==> src/rtl/core/igx_pkg.sv <==
// ----------------------------------------------------------------------------
// igx_pkg
// Types, register map and operation codes of the I2C GPIO expander block.
// ----------------------------------------------------------------------------
package igx_pkg;

    localparam int unsigned REGISTER_COUNT = 32;
    localparam int unsigned IDX_W          = $clog2(REGISTER_COUNT);
    localparam int unsigned PTR_W          = 8;
    localparam int unsigned COUNT_W        = 9;
    localparam int unsigned POS_W          = COUNT_W + 1;
    localparam int unsigned OP_W           = 3;

    localparam logic [COUNT_W-1:0] COUNT_MAX = {COUNT_W{1'b1}};

    // Register map.
    localparam int unsigned ADDR_DIR_A  = 'h00;
    localparam int unsigned ADDR_DIR_B  = 'h01;
    localparam int unsigned ADDR_PU_A   = 'h0C;
    localparam int unsigned ADDR_PU_B   = 'h0D;
    localparam int unsigned ADDR_DATA_A = 'h12;
    localparam int unsigned ADDR_DATA_B = 'h13;

    localparam logic [7:0] DIR_RESET   = 8'hFF;
    localparam logic [7:0] OTHER_RESET = 8'h00;

    // Bus event codes.
    localparam logic [OP_W-1:0] OP_ADDR_MATCH = 3'd0;
    localparam logic [OP_W-1:0] OP_WRITE      = 3'd1;
    localparam logic [OP_W-1:0] OP_READ       = 3'd2;
    localparam logic [OP_W-1:0] OP_STOP       = 3'd3;
    localparam logic [OP_W-1:0] OP_TICK       = 3'd4;

    typedef struct packed {
        logic [OP_W-1:0] operation;
        logic [7:0]      write_byte;
        logic [7:0]      pins_in_a;
        logic [7:0]      pins_in_b;
    } igx_req_t;

    typedef struct packed {
        logic [7:0] read_byte;
        logic [7:0] port_a_level;
        logic [7:0] port_a_drive;
        logic [7:0] port_a_pullup;
        logic [7:0] port_b_level;
        logic [7:0] port_b_drive;
        logic [7:0] port_b_pullup;
    } igx_rsp_t;

    // Commands from the controller to the datapath.
    typedef struct packed {
        logic capture;
        logic execute;
    } igx_cmd_t;

endpackage

==> src/rtl/core/igx_ctrl.sv <==
// ----------------------------------------------------------------------------
// igx_ctrl
// Controller: takes a request, runs its execute state, then strobes the result.
// ----------------------------------------------------------------------------
module igx_ctrl (
    input  logic             clk,
    input  logic             rst_n,
    input  logic             start,
    output logic             busy,
    output logic             done,
    output igx_pkg::igx_cmd_t cmd
);
    import igx_pkg::*;

    typedef enum logic [1:0] {
        ST_IDLE = 2'b01,
        ST_EXEC = 2'b10
    } state_t;

    state_t state_reg;
    state_t state_next;
    logic   done_reg;
    logic   done_next;

    always_comb
    begin
        state_next = state_reg;
        case (state_reg)
            ST_IDLE:
            begin
                if (start)
                begin
                    state_next = ST_EXEC;
                end
            end
            ST_EXEC:
            begin
                state_next = ST_IDLE;
            end
            default:
            begin
                state_next = ST_IDLE;
            end
        endcase
    end

    assign done_next   = (state_reg == ST_EXEC);
    assign busy        = (state_reg != ST_IDLE);
    assign done        = done_reg;
    assign cmd.capture = start && (state_reg == ST_IDLE);
    assign cmd.execute = (state_reg == ST_EXEC);

    always_ff @(posedge clk or negedge rst_n)
    begin
        if (!rst_n)
        begin
            state_reg <= ST_IDLE;
            done_reg  <= 1'b0;
        end
        else
        begin
            state_reg <= state_next;
            done_reg  <= done_next;
        end
    end

endmodule

==> src/rtl/core/igx_datapath.sv <==
// ----------------------------------------------------------------------------
// igx_datapath
// Register file, transfer pointer and latched pad controls of the expander.
// ----------------------------------------------------------------------------
module igx_datapath (
    input  logic              clk,
    input  logic              rst_n,
    input  igx_pkg::igx_cmd_t cmd,
    input  igx_pkg::igx_req_t request,
    output igx_pkg::igx_rsp_t result
);
    import igx_pkg::*;

    igx_req_t            req_reg;
    logic [7:0]          rf_reg [REGISTER_COUNT];

    logic [PTR_W-1:0]    ptr_reg,      ptr_next;
    logic [COUNT_W-1:0]  count_reg,    count_next;
    logic                awaiting_reg, awaiting_next;
    logic                seen_reg,     seen_next;
    logic [7:0]          last_reg,     last_next;
    logic [7:0]          read_byte_reg, read_byte_next;
    logic [7:0]          lvl_a_reg, lvl_a_next, drv_a_reg, drv_a_next, pu_a_reg, pu_a_next;
    logic [7:0]          lvl_b_reg, lvl_b_next, drv_b_reg, drv_b_next, pu_b_reg, pu_b_next;

    logic [POS_W-1:0]    pos;
    logic                in_range;
    logic [IDX_W-1:0]    idx;
    logic [COUNT_W-1:0]  count_inc;
    logic                wr_en;
    logic                tick_en;
    logic [7:0]          dir_a, dir_b, data_a_new, data_b_new;

    assign pos       = POS_W'(ptr_reg) + POS_W'(count_reg);
    assign in_range  = (pos < POS_W'(REGISTER_COUNT));
    assign idx       = pos[IDX_W-1:0];
    assign count_inc = (count_reg != COUNT_MAX) ? (count_reg + 1'b1) : count_reg;

    assign dir_a      = rf_reg[IDX_W'(ADDR_DIR_A)];
    assign dir_b      = rf_reg[IDX_W'(ADDR_DIR_B)];
    assign data_a_new = (rf_reg[IDX_W'(ADDR_DATA_A)] & ~dir_a) | (req_reg.pins_in_a & dir_a);
    assign data_b_new = (rf_reg[IDX_W'(ADDR_DATA_B)] & ~dir_b) | (req_reg.pins_in_b & dir_b);

    always_comb
    begin
        ptr_next       = ptr_reg;
        count_next     = count_reg;
        awaiting_next  = awaiting_reg;
        seen_next      = seen_reg;
        last_next      = last_reg;
        read_byte_next = 8'h00;
        lvl_a_next     = lvl_a_reg;
        drv_a_next     = drv_a_reg;
        pu_a_next      = pu_a_reg;
        lvl_b_next     = lvl_b_reg;
        drv_b_next     = drv_b_reg;
        pu_b_next      = pu_b_reg;
        wr_en          = 1'b0;
        tick_en        = 1'b0;
        case (req_reg.operation)
            OP_ADDR_MATCH:
            begin
                awaiting_next = 1'b1;
                seen_next     = 1'b0;
                ptr_next      = '0;
                count_next    = '0;
            end
            OP_WRITE:
            begin
                last_next = req_reg.write_byte;
                if (awaiting_reg)
                begin
                    ptr_next      = req_reg.write_byte;
                    count_next    = '0;
                    awaiting_next = 1'b0;
                    seen_next     = 1'b1;
                end
                else if (in_range)
                begin
                    wr_en      = 1'b1;
                    count_next = count_inc;
                end
            end
            OP_READ:
            begin
                if (awaiting_reg)
                begin
                    ptr_next      = last_reg;
                    count_next    = '0;
                    awaiting_next = 1'b0;
                    seen_next     = 1'b1;
                end
                else
                begin
                    read_byte_next = in_range ? rf_reg[idx] : 8'h00;
                    count_next     = count_inc;
                end
            end
            OP_STOP:
            begin
                if (seen_reg)
                begin
                    lvl_a_next = rf_reg[IDX_W'(ADDR_DATA_A)] & ~dir_a;
                    drv_a_next = ~dir_a;
                    pu_a_next  = dir_a & rf_reg[IDX_W'(ADDR_PU_A)];
                    lvl_b_next = rf_reg[IDX_W'(ADDR_DATA_B)] & ~dir_b;
                    drv_b_next = ~dir_b;
                    pu_b_next  = dir_b & rf_reg[IDX_W'(ADDR_PU_B)];
                end
            end
            OP_TICK:
            begin
                tick_en = 1'b1;
            end
            default:
            begin
            end
        endcase
    end

    always_ff @(posedge clk)
    begin
        if (cmd.capture)
        begin
            req_reg <= request;
        end
        if (cmd.execute)
        begin
            read_byte_reg <= read_byte_next;
        end
    end

    always_ff @(posedge clk or negedge rst_n)
    begin
        if (!rst_n)
        begin
            for (int i = 0; i < REGISTER_COUNT; i++)
            begin
                rf_reg[i] <= (i == ADDR_DIR_A || i == ADDR_DIR_B) ? DIR_RESET : OTHER_RESET;
            end
        end
        else if (cmd.execute)
        begin
            if (wr_en)
            begin
                rf_reg[idx] <= req_reg.write_byte;
            end
            if (tick_en)
            begin
                rf_reg[IDX_W'(ADDR_DATA_A)] <= data_a_new;
                rf_reg[IDX_W'(ADDR_DATA_B)] <= data_b_new;
            end
        end
    end

    always_ff @(posedge clk or negedge rst_n)
    begin
        if (!rst_n)
        begin
            ptr_reg      <= '0;
            count_reg    <= '0;
            awaiting_reg <= 1'b1;
            seen_reg     <= 1'b0;
            last_reg     <= 8'h00;
            lvl_a_reg    <= 8'h00;
            drv_a_reg    <= 8'h00;
            pu_a_reg     <= 8'h00;
            lvl_b_reg    <= 8'h00;
            drv_b_reg    <= 8'h00;
            pu_b_reg     <= 8'h00;
        end
        else if (cmd.execute)
        begin
            ptr_reg      <= ptr_next;
            count_reg    <= count_next;
            awaiting_reg <= awaiting_next;
            seen_reg     <= seen_next;
            last_reg     <= last_next;
            lvl_a_reg    <= lvl_a_next;
            drv_a_reg    <= drv_a_next;
            pu_a_reg     <= pu_a_next;
            lvl_b_reg    <= lvl_b_next;
            drv_b_reg    <= drv_b_next;
            pu_b_reg     <= pu_b_next;
        end
    end

    assign result.read_byte     = read_byte_reg;
    assign result.port_a_level  = lvl_a_reg;
    assign result.port_a_drive  = drv_a_reg;
    assign result.port_a_pullup = pu_a_reg;
    assign result.port_b_level  = lvl_b_reg;
    assign result.port_b_drive  = drv_b_reg;
    assign result.port_b_pullup = pu_b_reg;

endmodule

==> src/rtl/core/i2c_gpio_expander_registers.sv <==
// ----------------------------------------------------------------------------
// i2c_gpio_expander_registers
// Flow: a request is captured when taken, then executed in the execute state, and its result
// is strobed on done from a register; a new request waits until the execute state is over.
// Busy is high only in the execute cycle; a new request may be taken while done shows.
// Reset: asynchronous, active low; direction words read 0xFF, the other registers and pad latches are zero.
// ----------------------------------------------------------------------------
module i2c_gpio_expander_registers (
    input  logic              clk,
    input  logic              rst_n,
    input  logic              start,
    output logic              busy,
    input  igx_pkg::igx_req_t request,
    output logic              done,
    output igx_pkg::igx_rsp_t result
);
    import igx_pkg::*;

    // The controller sequences each request through a capture cycle, in which
    // the bus event is registered, and an execute cycle, in which the register
    // file, the transfer pointer and the latched pad controls are updated.
    igx_cmd_t cmd;

    igx_ctrl u_ctrl (
        .clk   (clk),
        .rst_n (rst_n),
        .start (start),
        .busy  (busy),
        .done  (done),
        .cmd   (cmd)
    );

    // The datapath holds all of the architectural state. Its result fields are
    // registered, so they are stable for the whole cycle in which done is high;
    // the receiver cannot hold a result off, so no output buffering is needed.
    igx_datapath u_datapath (
        .clk     (clk),
        .rst_n   (rst_n),
        .cmd     (cmd),
        .request (request),
        .result  (result)
    );

endmodule

==> config.mk <==
export PLATFORM = sky130hd
export DESIGN_NAME = i2c_gpio_expander_registers
export DESIGN_NICKNAME = d
export VERILOG_FILES = /design/src/rtl/core/igx_pkg.sv /design/src/rtl/core/igx_ctrl.sv /design/src/rtl/core/igx_datapath.sv /design/src/rtl/core/i2c_gpio_expander_registers.sv
export SDC_FILE = /design/constraint.sdc
export NUM_CORES = 1
export LEC_CHECK = 0
export ABC_AREA = 0
export BUFFER_PORTS_ARGS = -buffer_cell sky130_fd_sc_hd__buf_4
export CORE_MARGIN = 8
export CORE_UTILIZATION = 50
export DETAILED_ROUTE_END_ITERATION = 10
export PLACE_DENSITY = 0.67
export SLEW_MARGIN = 20
export SYNTH_ARGS = -nofsm -noshare
export SYNTH_HDL_FRONTEND = slang
export SYNTH_HIERARCHICAL = 1
export SYNTH_SLANG_ARGS = --single-unit
==> constraint.sdc <==
create_clock -name clk -period 11.3 [get_ports clk]
set_clock_uncertainty 0.2 [all_clocks]
set_input_delay 0 -clock clk [delete_from_list [all_inputs] [get_ports clk]]
set_output_delay 0 -clock clk [all_outputs]
set_load 0.02 [all_outputs]
==> results of run 1 <==
## per-layer routing
| metal | up-vias | share of wire (%) | global-route usage [%] |
|---|---|---|---|
| met5 | - | 0 | 0 |
| met4 | 0 | 2.6 | 6.41 |
| met3 | 74 | 5.7 | 3.92 |
| met2 | 365 | 48 | 35.3 |
| met1 | 5908 | 44 | 30.4 |
| li1 | 5029 | - | - |
## cell type report
type	count	area (um^2)
fillers	2703	13500
flip-flops and latches	369	9430
multi-input cells	828	7310
repair buffers	162	1370
clock buffers	61	1220
well taps	448	561
clock inverters	12	96.3
inverters	9	33.8
## worst reg2reg max path: cells and delay by family (launching register included)
family	cells	cell delay, ns
AO/OA/AOI/OAI	3	1.36
adder cells (fa/ha/maj)	2	0.65
buffers and inverters	1	0.05
flip-flops	1	0.44
multiplexers	1	0.42
AND/OR/NAND/NOR	3	1.17
## logic make-up after synthesis
family / after synthesis
buffers and inverters: 92
AOI/OAI and AO/OA: 197
DFF: 369
adders and majority gates: 12
muxes: 319
xor gates and xnor gates: 6
and+or+nand+nor: 294
## power by group
part           internal [W]  switching (W)  leakage, nW  total (W)
clock              0.000770       0.000520        0.660    0.00129
combinational      0.000305       0.000522         3.66   0.000827
sequential          0.00140      0.0000470         4.82    0.00145
## worst paths after layout
check | start | cells past startpoint | slack [ns] | endpoint
max | u_datapath/count_reg[0]$_DFFE_PN0P_ | 10 | 6.89 | u_datapath/rf_reg[32]$_DFFE_PN0P_
min in group asynchronous | rst_n | 3 | 0.43 | async pin
max in group asynchronous | rst_n | 6 | 8.34 | u_datapath/dir_a[0]$_DFFE_PN1P_
min reg2reg | u_datapath/lvl_b_reg[6]$_DFFE_PN0P_ | 2 | 0.28 | u_datapath/lvl_b_reg[6]$_DFFE_PN0P_
max reg2reg | u_datapath/count_reg[0]$_DFFE_PN0P_ | 10 | 6.89 | u_datapath/rf_reg[32]$_DFFE_PN0P_
min | request[12] | 2 | 0.02 | u_datapath/req_reg[12]$_DFFE_PP_
## placed cells by master (no fill, tap or decap), types with 6 or more instances in the layout
cell type	count
nor4_1	8
a22oi_1	8
clkinv_2	10
nor3_4	8
mux2_2	250
clkbuf_1	9
nand2_1	142
a32oi_1	8
nand3_1	22
and2_1	6
mux4_2	64
nand3_2	8
inv_1	9
dfrtp_1	316
clkbuf_16	42
edfxtp_1	35
o2111ai_1	10
dfstp_2	18
nand2b_1	19
ha_1	9
a221o_1	8
o21a_1	10
dlygate4sd3_1	50
nand4_1	13
clkbuf_8	10
o21ai_0	72
a21oi_1	50
nor2_1	41
a32o_1	8
buf_4	109
## metrics by stage
stage / area (um^2) / instances
after floorplan: 17000 / 1289
after global placement: 18200 / 1764
after detailed placement: 18200 / 1764
after CTS: 20000 / 1888
after global routing: 20000 / 1889
final: 20000 / 1889
==> metrics, run 1 <==
status=finished clean; final core utilization=59.7%; crit path max fanout=15; Post-DRT Antenna Nets=0; total congestion overflow=0; RSZ-0062 raised after global routing=no; DP Worst Slack=approximately 7 ns; Max clock buf depth=3; Final setup viols=0; Synth Area in Compound Gates=7.33%; Syn Area/Cell=13.2 um^2; critical path cell sequence=ha_4 -> inv_1 -> fa_4 -> and2b_1 -> o2111ai_1 -> a2111o_1 -> a211oi_2 -> nand2_1 -> nor2_1 -> mux2_2; Yosys warning count=6; Skew-Pair Late Insertion Delay=0.53 ns; Post-CTS Setup Inserts=0; Die X=between 200 and 250 um; kind of critical path=register to register; highest clock rate=around 0.23 GHz; worst path bufs/invs=1; XOR/XNOR share of the synthesized area=0.308%; number of flops mapped to enable cells by yosys=35; final net count=1451; CP required=11.50 ns; Pins Over Slew Limit=0; Power Density=178 nW/um^2; PortBufs=slightly below 90; initial antenna violation count=0; Mapped Cells=~1300; Starting Density=between 50 and 60%; CTS buffer count=40; post-synthesis sequential area ratio=between 50% and 60%; n_diodes=0; Final Cycle Share=between 30% and 40%; leak pwr=just over 9 nW; Area Overhead vs Synth=17.5%; I/O pins=88; CTS hold repair buffers=approximately 50; post-DR vias/cell=6.02; Primary FF master, synth=dfrtp_1; post-synthesis mux area share=~25%; synthesized cell area=17000 um^2; Post-Synth Simple-Gate Area=8.73%; first-pass GRT wire length=69.9 mm; TNS Setup=0 ns; core area=33500 um^2; CP endpoint kind=register; Yosys cell types=around 60; Worst path max stage delay=0.80 ns; total track usage=22.0%; Worst Path Arrival=4.61 ns; Placement Rows=67; share of layout cells above drive strength 1=37.1%; measured slew at the worst slew-check pin=1.06 ns; Hold/Removal Path Class=input port to register; largest net degree at the start of global routing=97; Post-CTS Resized=0; Post-Synth Adder-Cell Area=0.910%; worst vdd ir=191 uV; Syn Nets=approximately 1300; die area=~40000 um^2; vias in the first global route=11700; count leader, synth=dfrtp_1; Yosys top cell by area=dfrtp_1; worst hold slack=about 0.015 ns; largest family of logic cells by synthesized area=multiplexers; crit path time final=between 4 and 5 ns; DRC=0; Die H=201 um; CTS tree=built; routed vias=roughly 11000; Post-synth top cells=dfrtp_1, mux2_2, nand2_1; slowest CP cell=a211oi_2; DP HPWL=28.3 mm; Area contributors post-synth=dfrtp_1, mux2_2, mux4_2, edfxtp_1, nand2_1; area share of the largest cell type after synthesis=around 46%; Setup WS post-layout=6.89 ns; max_slew headroom=between 20% and 30%; drt total wl=44.7 mm; max FFs per register=224; Power Total=~0.0036 W; Root Buffer=clkbuf_16; GP Congestion=0.860; clock sink count=369; max-cap viol count=0; Clock transition at path regs=approximately 0.060 ns; Synth Register Bits=approximately 370; Routed wire per std cell=23.7 um; htree depth=2; Final Hold Vio Count=0; Critical Path Start Type=register; Initial DRT Pass Iterations=7; cell family with most CP delay=compound AO/OA/AOI/OAI gates; Async SR Flop Fraction=roughly nine tenths; initial DRC count=~880
No activity file was read; power rests on OpenSTA's default activity.
==> inputs of run 2 (changes only) <==
--- a/config.mk
+++ b/config.mk
@@ -10,7 +10,7 @@
 export CORE_MARGIN = 8
 export CORE_UTILIZATION = 50
 export DETAILED_ROUTE_END_ITERATION = 10
-export PLACE_DENSITY = 0.67
+export PLACE_DENSITY = 0.7
 export SLEW_MARGIN = 20
 export SYNTH_ARGS = -nofsm -noshare
 export SYNTH_HDL_FRONTEND = slang
==> constraint.sdc (replaced) <==
create_clock -name clk -period 3.6 [get_ports clk]
set_clock_uncertainty 0.2 [all_clocks]
set_input_delay 0 -clock clk [delete_from_list [all_inputs] [get_ports clk]]
set_output_delay 0 -clock clk [all_outputs]
set_load 0.02 [all_outputs]
==> run 2 against run 1 <==
  * The run now ends with hold timing, setup timing left
  * Global-route usage increased by 1.1 points
  * Via count increased by 4.1%
  * Total power increased to 3.3 times the previous value
  * Critical path depth increased by 2
  * Largest power group unchanged
  * Highest routed layer unchanged
==> metrics, run 2 (synthesis gave the netlist of run 1 again) <==
detailed-routed wire length on met2=21.7 mm (+1.0%); max FFs per register=224 (unchanged); Final Hold Vio Count=3 (+3); routed vias=11800 (+4.1%); Power Total=0.0116 W (+230%); met3 wire length=3.43 mm (+36%); Filler cells=2482 (-8.2%); commonest non-fill, non-tap cell in the layout=dfrtp_1; Setup WS post-layout=-0.0789 ns (-6.97 ns); Initial DRT Pass Iterations=5 (-2); DP HPWL=29.9 mm (+5.6%); max_slew headroom=18.3% (-11 points); largest net degree at the start of global routing=122 (+26%); Skew-Pair Late Insertion Delay=0.55 ns (+0.02 ns); metal1 wirelength=19.9 mm (+1.6%); max-cap viol count=0 (unchanged); Clock transition at path regs=0.06 ns (about the same); CTS buffer count=41 (+2.5%); Pins Over Slew Limit=0 (unchanged); RSZ-0062 raised after global routing=yes; Die X=201 um (unchanged); commonest cells after routing, fill and taps aside=dfrtp_1, mux2_2, buf_4; Placement Rows=67 (unchanged); crit path time final=3.68 ns (-0.727 ns); Hold/Removal Path Class=input port to async pin; I/O pins=88 (unchanged); Final setup viols=64 (+64); worst hold slack=-0.00302 ns (-0.0185 ns); highest clock rate=0.272 GHz (+20%); Power Density=552 nW/um^2 (+210%); Area Overhead vs Synth=23.4%; htree depth=2 (unchanged); highest routed metal layer=met4; final core utilization=62.7% (+3.0 points); n_diodes=0 (unchanged); total track usage=23.1% (+1.1 points); failing checks=hold timing, setup timing; Routed wire per std cell=23.8 um (+0.70%); share of layout cells above drive strength 1=39.5% (+2.4 points); Post-DRT Antenna Nets=0 (unchanged); measured slew at the worst slew-check pin=1.22 ns (+0.151 ns); Worst Path Arrival=3.90 ns (-0.71 ns); DRC=0 (unchanged); PortBufs=87 (unchanged); Multi-input gate area=7610 um^2 (+4.2%); core area=33500 um^2 (unchanged); CP required=3.82 ns (-7.68 ns); FF+latch area=9430 um^2 (unchanged); Final Cycle Share=102% (+63 points); final net count=1519 (+4.7%); status=complete, but fails checks; clock sink count=369 (unchanged); vias in the first global route=12100 (+3.5%); initial antenna violation count=0 (unchanged); leak pwr=9.58 nW (+4.7%); kind of critical path=register to register; Post-DP Area=18800 um^2 (+3.4%); DP Worst Slack=-0.144 ns (-7.10 ns); initial DRC count=848 (-4.0%); first-pass GRT wire length=73.3 mm (+4.8%); drt total wl=46.7 mm (+4.3%); Die H=201 um (unchanged); CP endpoint kind=register; Root Buffer=clkbuf_16; final instance area=21000 um^2 (+5.0%); GP Congestion=0.896 (+4.1%); worst vdd ir=361 uV (+89%); Max clock buf depth=3 (unchanged); Starting Density=50.8% (unchanged); crit path max fanout=8 (-7); CTS tree=built; total congestion overflow=0 (unchanged); Critical Path Start Type=register; post-DR vias/cell=6.05 (+0.51%); die area=40300 um^2 (unchanged)
## run 2: changes by cell type in the layout (fill, tap and decap cells not counted), moves of 3 or more
cell and change:
clkbuf_1 +3, buf_4 +44, buf_6 +4, clkbuf_8 -9, mux2_2 -60, dlygate4sd3_1 +6
nand3_2 -8, nand3_4 +8, mux2_4 +60, buf_12 +15
## run 2: power breakdown
part	internal, W	leakage, nW	switching (W)
logic	0.00122	4.10	0.00172
registers	0.00439	4.82	0.000178
clock network	0.00240	0.651	0.00170
## run 2: timing repair
item | CTS | global route
setup buffers | 2 | 3
pin swaps | 2 | 3
endpoints found under the hold margin | 221 | 1
gates resized for setup | 68 | 12
hold buffers | 55 | 1
setup endpoints to repair | 68 | 270
## run 2: cell type report
class	instances	share of cell area, %
Sequential cell	369	44.9
Multi-Input combinational cell	828	36.2
Timing Repair Buffer	229	9.84
Clock buffer	55	5.28
Tap cell	448	2.67
Clock inverter	19	0.970
Inverter	9	0.161
## run 2: per-stage QoR
| stage | cells | TNS (ns) |
|---|---|---|
| after global placement | 1822 | -1.44 |
| after CTS | 1953 | -2.41 |
| after floorplan | 1289 | -0.225 |
| after global routing | 1957 | -6.52 |
| final | 1957 | -2.84 |
| after detailed placement | 1822 | -4.26 |
## run 2: routing by layer
metal / vias to the layer above / global-route usage, %
met3: 94 / 4.73
met1: 6087 / 31.8
met5: - / 0
met2: 498 / 35.9
met4: 0 / 8.54
li1: 5167 / -
## run 2: worst max-delay path, cell delays in order, from the launching register on
cell and delay [ns]:
dfrtp_1 0.40, ha_4 0.16, inv_2 0.03, fa_4 0.42, and2b_2 0.25, o2111ai_2 0.13
a2111o_1 0.43, and2_4 0.18, or4_4 0.52, buf_12 0.18, nor3_4 0.16, buf_12 0.16
mux2_2 0.33
## run 2: worst paths after layout
kind / startpoint / end / slack (ns) / cells after the start
setup / recovery: u_datapath/count_reg[0]$_DFFE_PN0P_ / u_datapath/rf_reg[192]$_DFFE_PN0P_ / -0.08 / 12
hold / removal: rst_n / u_ctrl/state_reg[1]$_DFFE_PN0P_ / -0.003 / 2
setup reg to reg: u_datapath/count_reg[0]$_DFFE_PN0P_ / u_datapath/rf_reg[192]$_DFFE_PN0P_ / -0.08 / 12
hold reg to reg: u_datapath/drv_a_reg[7]$_DFFE_PN0P_ / u_datapath/drv_a_reg[7]$_DFFE_PN0P_ / 0.28 / 2
max in group asynchronous: rst_n / u_datapath/pu_a_reg[5]$_DFFE_PN0P_ / 2.24 / 3
min in group clk: request[12] / u_datapath/req_reg[12]$_DFFE_PP_ / 0.05 / 2
